**src/rtl/core/rsoc_pkg.sv**
```systemverilog
// shared types and constants for the region sort and overlap check
`timescale 1ns / 1ps

package rsoc_pkg;

    localparam int MAX_REGIONS = 16;
    localparam int ADDR_BITS   = 48;

    typedef logic [ADDR_BITS-1:0] t_addr;

    typedef struct packed {
        t_addr base;
        t_addr length;
        t_addr offset;
    } t_region;

    typedef struct packed {
        logic ins;
        logic pop;
    } t_cell_ctrl;

endpackage

```
**src/rtl/core/rsoc_cell.sv**
```systemverilog
// one cell of the sorted insertion row
`timescale 1ns / 1ps

module rsoc_cell (
    input  logic                i_clk,
    input  logic                i_rst_n,
    input  rsoc_pkg::t_cell_ctrl i_ctrl,
    input  rsoc_pkg::t_region   i_new,
    input  rsoc_pkg::t_region   i_left,
    input  logic                i_left_valid,
    input  logic                i_left_greater,
    input  rsoc_pkg::t_region   i_right,
    input  logic                i_right_valid,
    output rsoc_pkg::t_region   o_region,
    output logic                o_valid,
    output logic                o_greater
);

    rsoc_pkg::t_region r_region;
    rsoc_pkg::t_region n_region;
    logic              r_valid;
    logic              n_valid;
    logic              ins_here;

    assign o_greater = r_valid && (r_region.base > i_new.base);
    assign ins_here  = (o_greater || !r_valid) && i_left_valid && !i_left_greater;

    always_comb begin
        n_region = r_region;
        n_valid  = r_valid;
        if (i_ctrl.pop) begin
            n_region = i_right;
            n_valid  = i_right_valid;
        end else if (i_ctrl.ins) begin
            if (i_left_greater) begin
                n_region = i_left;
                n_valid  = 1'b1;
            end else if (ins_here) begin
                n_region = i_new;
                n_valid  = 1'b1;
            end
        end
    end

    always_ff @(posedge i_clk) begin
        if (!i_rst_n) begin
            r_valid <= 1'b0;
        end else begin
            r_valid <= n_valid;
        end
        r_region <= n_region;
    end

    assign o_region = r_region;
    assign o_valid  = r_valid;

endmodule

```
**config.mk**
```make
export PLATFORM = sky130hd
export DESIGN_NAME = rsoc_cell
export DESIGN_NICKNAME = d
export VERILOG_FILES = /design/src/rtl/core/rsoc_pkg.sv /design/src/rtl/core/rsoc_cell.sv
export SDC_FILE = /design/constraint.sdc
export NUM_CORES = 1
export LEC_CHECK = 0
export ABC_CLOCK_PERIOD_IN_PS = 15550
export BUFFER_PORTS_ARGS = -buffer_cell sky130_fd_sc_hd__buf_2
export CORE_AREA = 2 2 227 229
export CTS_BUF_LIST = sky130_fd_sc_hd__clkbuf_8
export CTS_CLUSTER_DIAMETER = 100
export DETAILED_ROUTE_END_ITERATION = 8
export DIE_AREA = 0 0 229 231
export GPL_TIMING_DRIVEN = 0
export MAX_ROUTING_LAYER = met4
export SYNTH_ARGS = -nofsm -noshare
export SYNTH_HDL_FRONTEND = slang
export SYNTH_SLANG_ARGS = --single-unit
```
**constraint.sdc**
```tcl
create_clock -name i_clk -period 15.55 [get_ports i_clk]
set_clock_uncertainty 0.15 [all_clocks]
set_input_delay 1.555 -clock i_clk [delete_from_list [all_inputs] [get_ports i_clk]]
set_output_delay 1.555 -clock i_clk [all_outputs]
set_load 0.1 [all_outputs]
```
### Word-level counts from Yosys, hierarchy flattened

Index checks and enable logic that the tools add are counted.

| cells by class | value |
|---|---|
| $lt $le $gt $ge | 1 |
| multiplexer cells | 8 |
| reductions and logical operators | 9 |

Operator list:

| kind | number |
|---|---|
| 2-to-1 mux 144 bit | 4 |
| greater-than comparator 48 bit | 1 |
| 2-to-1 mux 1 bit | 4 |
| logical AND 1 bit | 3 |
| nonzero test 3 bit | 1 |
| zero test 1 bit | 2 |
| AND reduction 2 bit | 1 |
| nonzero test 2 bit | 1 |
| logical OR 1 bit | 1 |

| word-level totals | value |
|---|---|
| register bits after elaboration | 145 |
| input bits | 439 |
| output and inout bits | 146 |
| word-level logic and storage cells | 22 |

### Longest topological paths before layout

Gate-level depths: netlist of the first run.

| depth | value |
|---|---|
| word-level depth | 9 |
| depth in mapped cells | 8 |
| gate-level depth less buffers | 8 |

### Worst setup path after synthesis of the first run

No wires, ideal clock.

| timing path | value |
|---|---|
| path kind | input to register |
| start point | input port i_new[110] in the netlist's numbering |
| end point | register r_region, in the netlist o_region[0] (enable) |
| setup time | 733 ps |
| arrival | 9,778 ps |
| required time | 14,667 ps |
| setup slack | 4,888 ps |
| stages on the path | 8 |
| path buffers | 0 |
| cells stage by stage | inv_1 ha_1 nand4_1 nor4_1 a21boi_1 nor3_1 o21a_1 a31oi_1 |

| between the ends | value |
|---|---|
| word-level cells in the longest chain between the ends | 7 |

Ends and longest elaborated chain:

| what | RTL line | text |
|---|---|---|
| start: declaration | rsoc_cell.sv:8 | `input rsoc_pkg::t_region i_new,` |
| greater-than comparator 48 bit | rsoc_cell.sv:25 | `assign o_greater = r_valid && (r_region.base > i_new.base);` |
| logical AND 1 bit | rsoc_cell.sv:25 |  |
| logical OR 1 bit | rsoc_cell.sv:26 | `assign ins_here = (o_greater \|\| !r_valid) && i_left_valid && !i_left_greater;` |
| logical AND 1 bit (2 in series) | rsoc_cell.sv:26 |  |
| nonzero test 3 bit (no source line) | n/a |  |
| AND reduction 2 bit (no source line) | n/a |  |
| end signal: assignment | rsoc_cell.sv:51 | `r_region <= n_region;` |
| end: declaration | rsoc_cell.sv:19 | `rsoc_pkg::t_region r_region;` |

No other way between the ends.
A chain may end at the register's enable or synchronous reset.

### Worst setup path after layout of the first run

| timing path | value |
|---|---|
| start point | input port i_new[122] in the netlist's numbering |
| end point | output port o_greater |

| between the ends | value |
|---|---|
| word-level cells in the longest chain between the ends | 2 |

Ends and longest elaborated chain:

| what | RTL line | text |
|---|---|---|
| greater-than comparator 48 bit | rsoc_cell.sv:25 |  |
| logical AND 1 bit | rsoc_cell.sv:25 |  |
| end: declaration | rsoc_cell.sv:16 | `output logic o_greater` |

No other way between the ends.

==> results of run 1 <==
-- power breakdown --
part	internal [mW]	total [mW]	switching, mW
combinational	0.119	0.557	0.437
clock	0.157	0.329	0.172
sequential	0.482	0.499	0.0178
total	0.758	1.38	0.627
-- flip-flops by register name (all words and copies together) (netlist names) --
| name | count |
|---|---|
| o_region | 144 |
| o_valid | 1 |
-- critical path, cell delays in order --
cell	delay, ns
buf_2	0.11
inv_1	0.05
ha_1	0.30
and4_1	0.21
nor4b_2	0.44
a221oi_1	0.15
o21ai_0	0.18
nand2_1	0.19
a21oi_1	0.18
buf_2	0.45
-- cells in the final DEF, fill, tap and decap left out, types with 2 or more instances in the layout --
cell type,n
nor2_1,4
clkinv_4,2
nand4_1,6
buf_1,5
nor3_1,2
nand3_1,8
a221oi_1,2
bufinv_16,3
a21oi_1,18
clkinv_2,2
buf_2,600
nand2_1,159
clkbuf_1,27
buf_12,3
a21o_1,3
ha_1,48
diode_2,7
edfxtp_1,144
clkinvlp_4,5
mux2i_1,144
buf_16,3
inv_1,50
clkbuf_8,17
o21ai_0,151
-- cells by family after synthesis --
| logic type | share of synthesized area (%) |
|---|---|
| flops | 51.0 |
| simple gates | 9.20 |
| mux | 16.9 |
| compound gates | 11.3 |
| fa+ha+maj | 7.05 |
| buf+inv | 4.51 |
-- synthesized netlist by cell type --
| master | n |
|---|---|
| nor4b_2 | 1 |
| nor4_1 | 1 |
| edfxtp_1 | 144 |
| a221oi_1 | 2 |
| or3_1 | 1 |
| nor2b_1 | 1 |
| nand4_1 | 6 |
| and4_2 | 1 |
| a311oi_1 | 1 |
| nor3_1 | 2 |
| a221o_1 | 1 |
| a31oi_1 | 1 |
| and2_1 | 1 |
| o21ai_0 | 151 |
| o21a_1 | 1 |
| a211o_1 | 1 |
| inv_1 | 49 |
| mux2i_1 | 144 |
| a211oi_1 | 1 |
| clkbuf_1 | 27 |
| ha_1 | 48 |
| a21boi_1 | 1 |
| buf_2 | 16 |
| nand4_2 | 1 |
| and4_1 | 1 |
| buf_1 | 5 |
| o211ai_1 | 1 |
| dfxtp_1 | 1 |
| a21oi_1 | 18 |
| nor4_2 | 1 |
| o221a_2 | 1 |
| a21o_1 | 3 |
| nand3_1 | 8 |
| nor2_1 | 4 |
| nand2_1 | 159 |
-- final cells by class --
type / count / share of cell area, %
clock inverters: 14 / 1.30
well taps: 680 / 6.61
inverters: 49 / 1.43
plain buffers: 48 / 1.56
repair buffers: 590 / 23.8
diodes: 7 / 0.136
clock buffers: 17 / 1.82
multi-input cells: 563 / 29.5
flip-flops and latches: 145 / 33.8
-- per-layer routing --
layer,vias to the layer above,share of wire [%],track usage [%]
met4,0,3.6,7.45
met2,447,50,28.4
met5,-,0,-
met1,4119,41,18.7
met3,64,6.2,3.96
li1,4138,-,-
-- worst max-delay path by stage --
stage / to
floorplan: o_region[0]$_DFFE_PP_
global placement: o_region[44]$_DFFE_PP_
detailed placement: o_greater
CTS: o_greater
global route: o_greater
finish: o_greater
-- metrics by stage --
stage / utilization [%] / power, mW / std cells / worst slack [ns]
3_5_place_dp: 24.6 / 1.07 / 2075 / 9.96
2_1_floorplan: - / 0.906 / 805 / 4.89
4_1_cts: 25.4 / 1.41 / 2106 / 9.95
3_3_place_gp: 24.2 / 1.07 / 2069 / -0.231
6_report: 25.4 / 1.38 / 2113 / 10.02
5_1_grt: 25.4 / 1.45 / 2112 / 9.88
==> impl_metrics.py, run 1 <==
metrics = {
    "global_routing": {
        "overflow": 0,
        "grt_pass1_vias": 8895,
        "grt_pass1_wl_um": 60600,
        "grt_max_degree": 30,
        "antenna_found_initial": 11,
        "grt_usage_pct": 16.7,
    },
    "clock_network": {
        "ctsRootBufferMaster": "clkbuf_8",
        "ctsHoldBuffers": 0,
        "cts_buffers": 17,
        "clock_latency_ns": 0.54,
        "post_cts_resized": 0,
        "ctsLongestPathBuffers": 2,
        "numClockSinks": 145,
        "htreeDepth": 4,
        "cts_setup_buffers": 0,
        "cts_tree": "built",
        "clk_pin_slew_ns": 0.09,
    },
    "timing": {
        "worst_pin_slew_ns": 1.23,
        "fmax_ghz": 0.181,
        "relSlewSlack_pct": 17.8,
        "whs_ns": 0.484,
        "fin_tns_setup_ns": 0,
        "rsz0062_at_grt": "false",
        "slew_viol_final": 0,
        "finalHoldViolations": 0,
        "final-setup-viol-count": 0,
        "period_minus_slack_ns": 5.53,
        "min_period_over_period_pct": 35.5,
    },
    "placement": {
        "gp_congestion": 1.00,
        "io_buffers": 584,
        "dpl_cell_area_sq_mm": 0.0124,
        "hpwlAfterDp_um": 37000,
    },
    "routing": {
        "num_vias": 8768,
        "wl_per_cell_um": 20.7,
        "dr.pass1.iters": 4,
        "drt_iter0_markers": 463,
        "drc": 0,
        "detail-route-antenna-nets": 0,
        "wl_um": 43800,
        "via_per_inst": 4.15,
    },
    "hold_path": {
        "holdPathStages": 1,
        "hold_start": "o_valid$_SDFFE_PN0P_",
        "min_to": "o_valid$_SDFFE_PN0P_",
        "worstHoldPathType": "reg -> reg",
    },
    "critical_path": {
        "startpoint": "i_new[122]",
        "required_ns": 13.85,
        "crit_type": "in -> out",
        "path_max_fanout": 3,
        "critical_path_arrival_ns": 3.82,
        "critPathLaunchType": "primary input",
        "reg2reg_slack_ns": 11.82,
        "r2r_end": "o_region[28]$_DFFE_PP_",
        "crit_path_end_kind": "output port",
        "reg2reg_from": "o_region[122]$_DFFE_PP_",
        "r2r_cells": 10,
    },
    "cells_and_area": {
        "nets": 1901,
        "regArea_sq_mm": 0.00434,
        "multi_input_area_sq_mm": 0.00380,
        "fillCellCount": 5547,
        "drive_gt1_share_pct": 45.0,
        "area_growth_pct": 51.1,
        "fin_area_sq_mm": 0.0129,
    },
    "die": {
        "fp.dieH_um": 231,
        "die_w_um": 229,
        "io_pins": 585,
        "core_area_sq_mm": 0.0507,
        "row_count": 83,
        "dieArea_sq_mm": 0.0529,
        "start_util_pct": 16.8,
    },
    "job": {
        "maxCapViolCount": 0,
    },
    "synthesis": {
        "synth_cell_types": 35,
        "syn_area_per_cell_sq_um": 10.6,
        "yosysTopAreaCell": "edfxtp_1",
        "synthesis.area_sq_mm": 0.00851,
        "synth_nets": 1292,
        "synth_top_area_share_pct": 50.8,
        "ys_ff_latch": 145,
        "yosysSeqAreaShare_pct": 51.0,
        "yosysWarnings": 0,
        "synth_area_leaders": "edfxtp_1, mux2i_1, o21ai_0",
        "postSynthCellCount": 805,
    },
    "pwr": {
        "ir_worst_vdd_mv": 0.0567,
        "p_per_area_mw_per_mm2": 108,
        "leakage_nw": 6.31,
    },
    "status": {
        "status": "finished clean",
    },
}
Note: power is estimated with default switching activity, not from simulation.
==> run 2, diff against run 1 <==
Settings changed: ABC_CLOCK_PERIOD_IN_PS 15550 to 5460.
Clock period 15.55 ns to 5.46 ns, I/O delays scaled along.
==> impl_metrics.py, run 2 (synthesis results as in run 1) <==
metrics = {
    "clock_network": {
        "clock_latency_ns": 0.55,
        "post_cts_resized": 0,
        "cts_tree": "built",
        "ctsRootBufferMaster": "clkbuf_8",
        "ctsLongestPathBuffers": 2,
        "htreeDepth": 4,
        "numClockSinks": 145,
        "ctsHoldBuffers": 0,
        "cts_buffers": 17,
        "clk_pin_slew_ns": 0.11,
        "cts_setup_buffers": 0,
    },
    "cells_and_area": {
        "area_growth_pct": 51.7,
        "final_common_cell": "buf_2",
        "drive_gt1_share_pct": 45.1,
        "post-route-util_pct": 25.5,
        "finalNonFillerCells": 2116,
        "nets": 1901,
        "most-common-layout-cells": "buf_2, nand2_1, o21ai_0",
        "largest_reg_flops": 144,
    },
    "routing": {
        "wl_um": 42800,
        "wl_per_cell_um": 20.2,
        "drt_iter0_markers": 314,
        "dr.pass1.iters": 5,
        "drc": 0,
        "num_vias": 8611,
        "via_per_inst": 4.07,
        "detail-route-antenna-nets": 0,
    },
    "pwr": {
        "ir_worst_vdd_mv": 0.156,
        "p_per_area_mw_per_mm2": 311,
        "leakage_nw": 6.34,
    },
    "die": {
        "row_count": 83,
        "core_area_sq_mm": 0.0507,
        "start_util_pct": 16.8,
        "io_pins": 585,
        "die_w_um": 229,
        "fp.dieH_um": 231,
        "dieArea_sq_mm": 0.0529,
    },
    "critical_path": {
        "worst_path_max_delay_cell": "nor4_1",
        "crit_type": "reg -> reg",
        "path_max_fanout": 23,
        "required_ns": 5.58,
        "critical_path_arrival_ns": 4.43,
        "crit_path_end_kind": "flop",
        "path_buf_inv": 4,
        "critPathLaunchType": "flop",
        "cp_top_family": "compound AO/OA/AOI/OAI gates",
        "cpMostUsedCell": "buf_16",
        "max_stage_delay_ns": 0.78,
        "crit_chain": "ha_1, nand4_1, nor4_1, a21boi_1, nor3_1, o21a_1, a31oi_4, buf_16, buf_16, buf_12, buf_16",
    },
    "global_routing": {
        "grt_usage_pct": 16.5,
        "grt_max_degree": 29,
        "grt_pass1_wl_um": 59500,
        "grt_pass1_vias": 8923,
        "antenna_found_initial": 14,
        "overflow": 0,
    },
    "timing": {
        "min_period_over_period_pct": 78.9,
        "period_minus_slack_ns": 4.31,
        "finalHoldViolations": 0,
        "slew_viol_final": 0,
        "whs_ns": 0.108,
        "final-setup-viol-count": 0,
        "worst_pin_slew_ns": 1.07,
        "rsz0062_at_grt": "false",
        "fmax_ghz": 0.232,
        "relSlewSlack_pct": 28.5,
    },
    "placement": {
        "io_buffers": 584,
        "place_inst": 2075,
        "hpwlAfterDp_um": 36300,
        "gp_congestion": 0.988,
    },
    "hold_path": {
        "worstHoldPathType": "in -> reg",
    },
    "status": {
        "status": "finished clean",
    },
    "job": {
        "maxCapViolCount": 0,
    },
}
-- run 2: changes by cell type in the layout (fill, tap and decap cells not counted), sizes merged --
cell	before	now
inv	51	58
clkinvlp	5	1
clkinv	4	2
diode	7	9
-- run 2: area by class of cell --
cell class	count	area [sq um]
buffer	48	200
antenna	9	22.5
sequential	145	4340
clock buffer	17	234
timing repair buffer	590	3070
tap	680	851
multi-input combinational	563	3800
inverter	49	184
fill	5589	37800
clock inverter	15	214
-- run 2: tightest hold or removal path, stage by stage --
cell	delay (ns)
buf_2	0.08
nand2_1	0.04
o21ai_0	0.05
-- run 2: where the power goes --
group          switching, mW  internal [mW]  total, mW
logic                   1.23          0.340       1.57
registers             0.0462           1.37       1.42
clock network          0.552          0.476       1.03
-- run 2: final timing paths --
| path | from | end | slack, ns | cells past startpoint |
|---|---|---|---|---|
| worst max-delay path | o_region[109]$_DFFE_PP_ | o_region[43]$_DFFE_PP_ | 1.15 | 11 |
| worst min-delay path | i_right[94] | o_region[94]$_DFFE_PP_ | 0.11 | 3 |
| worst max register to register | o_region[109]$_DFFE_PP_ | o_region[43]$_DFFE_PP_ | 1.15 | 11 |
| worst min register to register | o_valid$_SDFFE_PN0P_ | o_valid$_SDFFE_PN0P_ | 0.47 | 1 |
-- run 2: metrics by stage --
stage	TNS (ns)	cell area, sq um	total power [mW]	worst slack, ns
2_1_floorplan	0	8530	2.56	0.226
3_3_place_gp	-273.23	12300	3.02	-1.93
3_5_place_dp	0	12400	3.03	0.645
4_1_cts	0	12900	4.11	0.912
5_1_grt	0	12900	4.20	0.854
6_report	0	12900	4.02	1.15
-- run 2: per-layer routing --
metal | vias to the layer above | track usage (%) | part of all wire [%]
li1 | 4151 | - | -
met1 | 3963 | 17.6 | 39
met2 | 419 | 27.6 | 49
met3 | 78 | 4.41 | 6.6
met4 | 0 | 9.31 | 5.0
met5 | - | - | 0
==> run 3, diff against run 2 <==
Settings changed: ABC_CLOCK_PERIOD_IN_PS 5460 to 3970.
Clock period 5.46 ns to 3.97 ns, I/O delays scaled along.
==> impl_metrics.py, run 3 (synthesis results as in run 1) <==
metrics = {
    "cells_and_area": {
        "largest_reg_flops": 144,
        "nets": 2073,
        "final_common_cell": "buf_2",
        "drive_gt1_share_pct": 40.5,
        "fin_area_sq_mm": 0.0146,
        "most-common-layout-cells": "buf_2, dlygate4sd3_1, nand2_1",
        "fillCellCount": 5392,
        "post-route-util_pct": 28.8,
        "area_growth_pct": 71.6,
    },
    "die": {
        "dieArea_sq_mm": 0.0529,
        "core_area_sq_mm": 0.0507,
        "row_count": 83,
        "start_util_pct": 16.8,
        "die_w_um": 229,
        "fp.dieH_um": 231,
        "io_pins": 585,
    },
    "routing": {
        "drt_iter0_markers": 473,
        "dr.pass1.iters": 5,
        "detail-route-antenna-nets": 0,
        "via_per_inst": 4.18,
        "wl_um": 43500,
        "wl_per_cell_um": 19.1,
        "drc": 0,
        "num_vias": 9543,
    },
    "critical_path": {
        "path_max_fanout": 3,
        "max_stage_delay_ns": 0.51,
        "crit_path_end_kind": "output port",
        "cp_top_family": "simple AND/OR/NAND/NOR gates",
        "critPathLaunchType": "flop",
        "critical_path_arrival_ns": 3.03,
        "crit_chain": "ha_4, nand4_2, nor4_2, nand3_1, o21a_1, a21oi_1, buf_2",
        "path_buf_inv": 1,
        "worst_path_max_delay_cell": "nor4_2",
        "required_ns": 3.42,
        "crit_type": "reg -> out",
    },
    "timing": {
        "rsz0062_at_grt": "false",
        "finalHoldViolations": 0,
        "relSlewSlack_pct": 20.8,
        "min_period_over_period_pct": 90.1,
        "fmax_ghz": 0.280,
        "worst_pin_slew_ns": 1.19,
        "period_minus_slack_ns": 3.58,
        "slew_viol_final": 0,
        "fin_tns_setup_ns": 0,
        "setup_ws_ns": 0.394,
        "final-setup-viol-count": 0,
    },
    "placement": {
        "post-place-ws_ns": 0.0684,
        "gp_congestion": 0.975,
        "dpl_cell_area_sq_mm": 0.0125,
        "hpwlAfterDp_um": 34600,
        "io_buffers": 584,
    },
    "global_routing": {
        "grt_usage_pct": 16.5,
        "grt_pass1_vias": 9900,
        "overflow": 0,
        "grt_max_degree": 29,
        "grt_pass1_wl_um": 61300,
        "antenna_found_initial": 4,
    },
    "hold_path": {
        "worstHoldPathType": "in -> reg",
    },
    "pwr": {
        "p_per_area_mw_per_mm2": 377,
        "power.total_mw": 5.51,
        "ir_worst_vdd_mv": 0.225,
        "leakage_nw": 7.03,
    },
    "clock_network": {
        "numClockSinks": 145,
        "ctsRootBufferMaster": "clkbuf_8",
        "cts_buffers": 17,
        "clk_pin_slew_ns": 0.09,
        "htreeDepth": 4,
        "post_cts_resized": 0,
        "cts_tree": "built",
        "clock_latency_ns": 0.55,
        "ctsLongestPathBuffers": 2,
    },
    "status": {
        "status": "finished clean",
    },
    "job": {
        "maxCapViolCount": 0,
    },
}
run 3: cell types whose count changed in the layout (fill, tap and decap cells not counted), sizes merged:
| cell | delta |
|---|---|
| clkinvlp | +2 |
| inv | -7 |
| clkinv | +6 |
| diode | -6 |
| dlygate4sd3 | +172 |
| bufinv | -1 |
run 3: where the power goes:
part           internal (mW)  total, mW  switching (mW)
logic                  0.596       2.34            1.75
registers               1.89       1.95          0.0639
clock network          0.550       1.22           0.669
total                   3.03       5.51            2.48
run 3: routing by layer:
metal  global-route usage [%]  vias up  share of wire (%)
met3                     3.89       71                5.9
met4                     7.12        0                3.5
met1                     18.1     4527                 40
li1                         -     4473                  -
met2                     28.6      472                 50
met5                        -        -                  0
run 3: final cells by class:
| type | instances | area (sq um) | area share [%] |
|---|---|---|---|
| Clock buffer | 17 | 234 | 1.60 |
| Inverter | 49 | 184 | 1.26 |
| Sequential cell | 145 | 4340 | 29.7 |
| Tap cell | 680 | 851 | 5.82 |
| Buffer | 48 | 200 | 1.37 |
| Timing Repair Buffer | 762 | 4780 | 32.7 |
| Antenna cell | 3 | 7.51 | 0.0514 |
| Clock inverter | 15 | 145 | 0.994 |
| Multi-Input combinational cell | 563 | 3860 | 26.4 |
run 3: worst paths after layout:
kind / start / end / depth (start not counted) / slack (ns)
hold reg to reg: o_valid$_SDFFE_PN0P_ / o_region[124]$_DFFE_PP_ / 2 / 0.83
hold / removal: i_left[98] / o_region[98]$_DFFE_PP_ / 3 / 0.07
setup / recovery: o_region[143]$_DFFE_PP_ / o_greater / 7 / 0.39
setup reg to reg: o_region[143]$_DFFE_PP_ / o_region[95]$_DFFE_PP_ / 9 / 0.44
run 3: what timing repair did:
| item | CTS | global route |
|---|---|---|
| hold buffers | 172 | 0 |
| buffers inserted | 0 | 0 |
| endpoints found under the setup margin | 0 | 0 |
| endpoints found under the hold margin | 138 | 0 |
run 3: worst min-delay path: stages:
cell and delay (ns):
buf_2 0.08, mux2i_1 0.05, o21ai_0 0.14
run 3: metrics by stage:
step | instances | hold slack (ns)
final | 2282 | 0.0722
after global routing | 2282 | 0.0359
after CTS | 2279 | 0.000363
after detailed placement | 2075 | 0.433
after global placement | 2069 | 0.441
after floorplan | 805 | 0.394
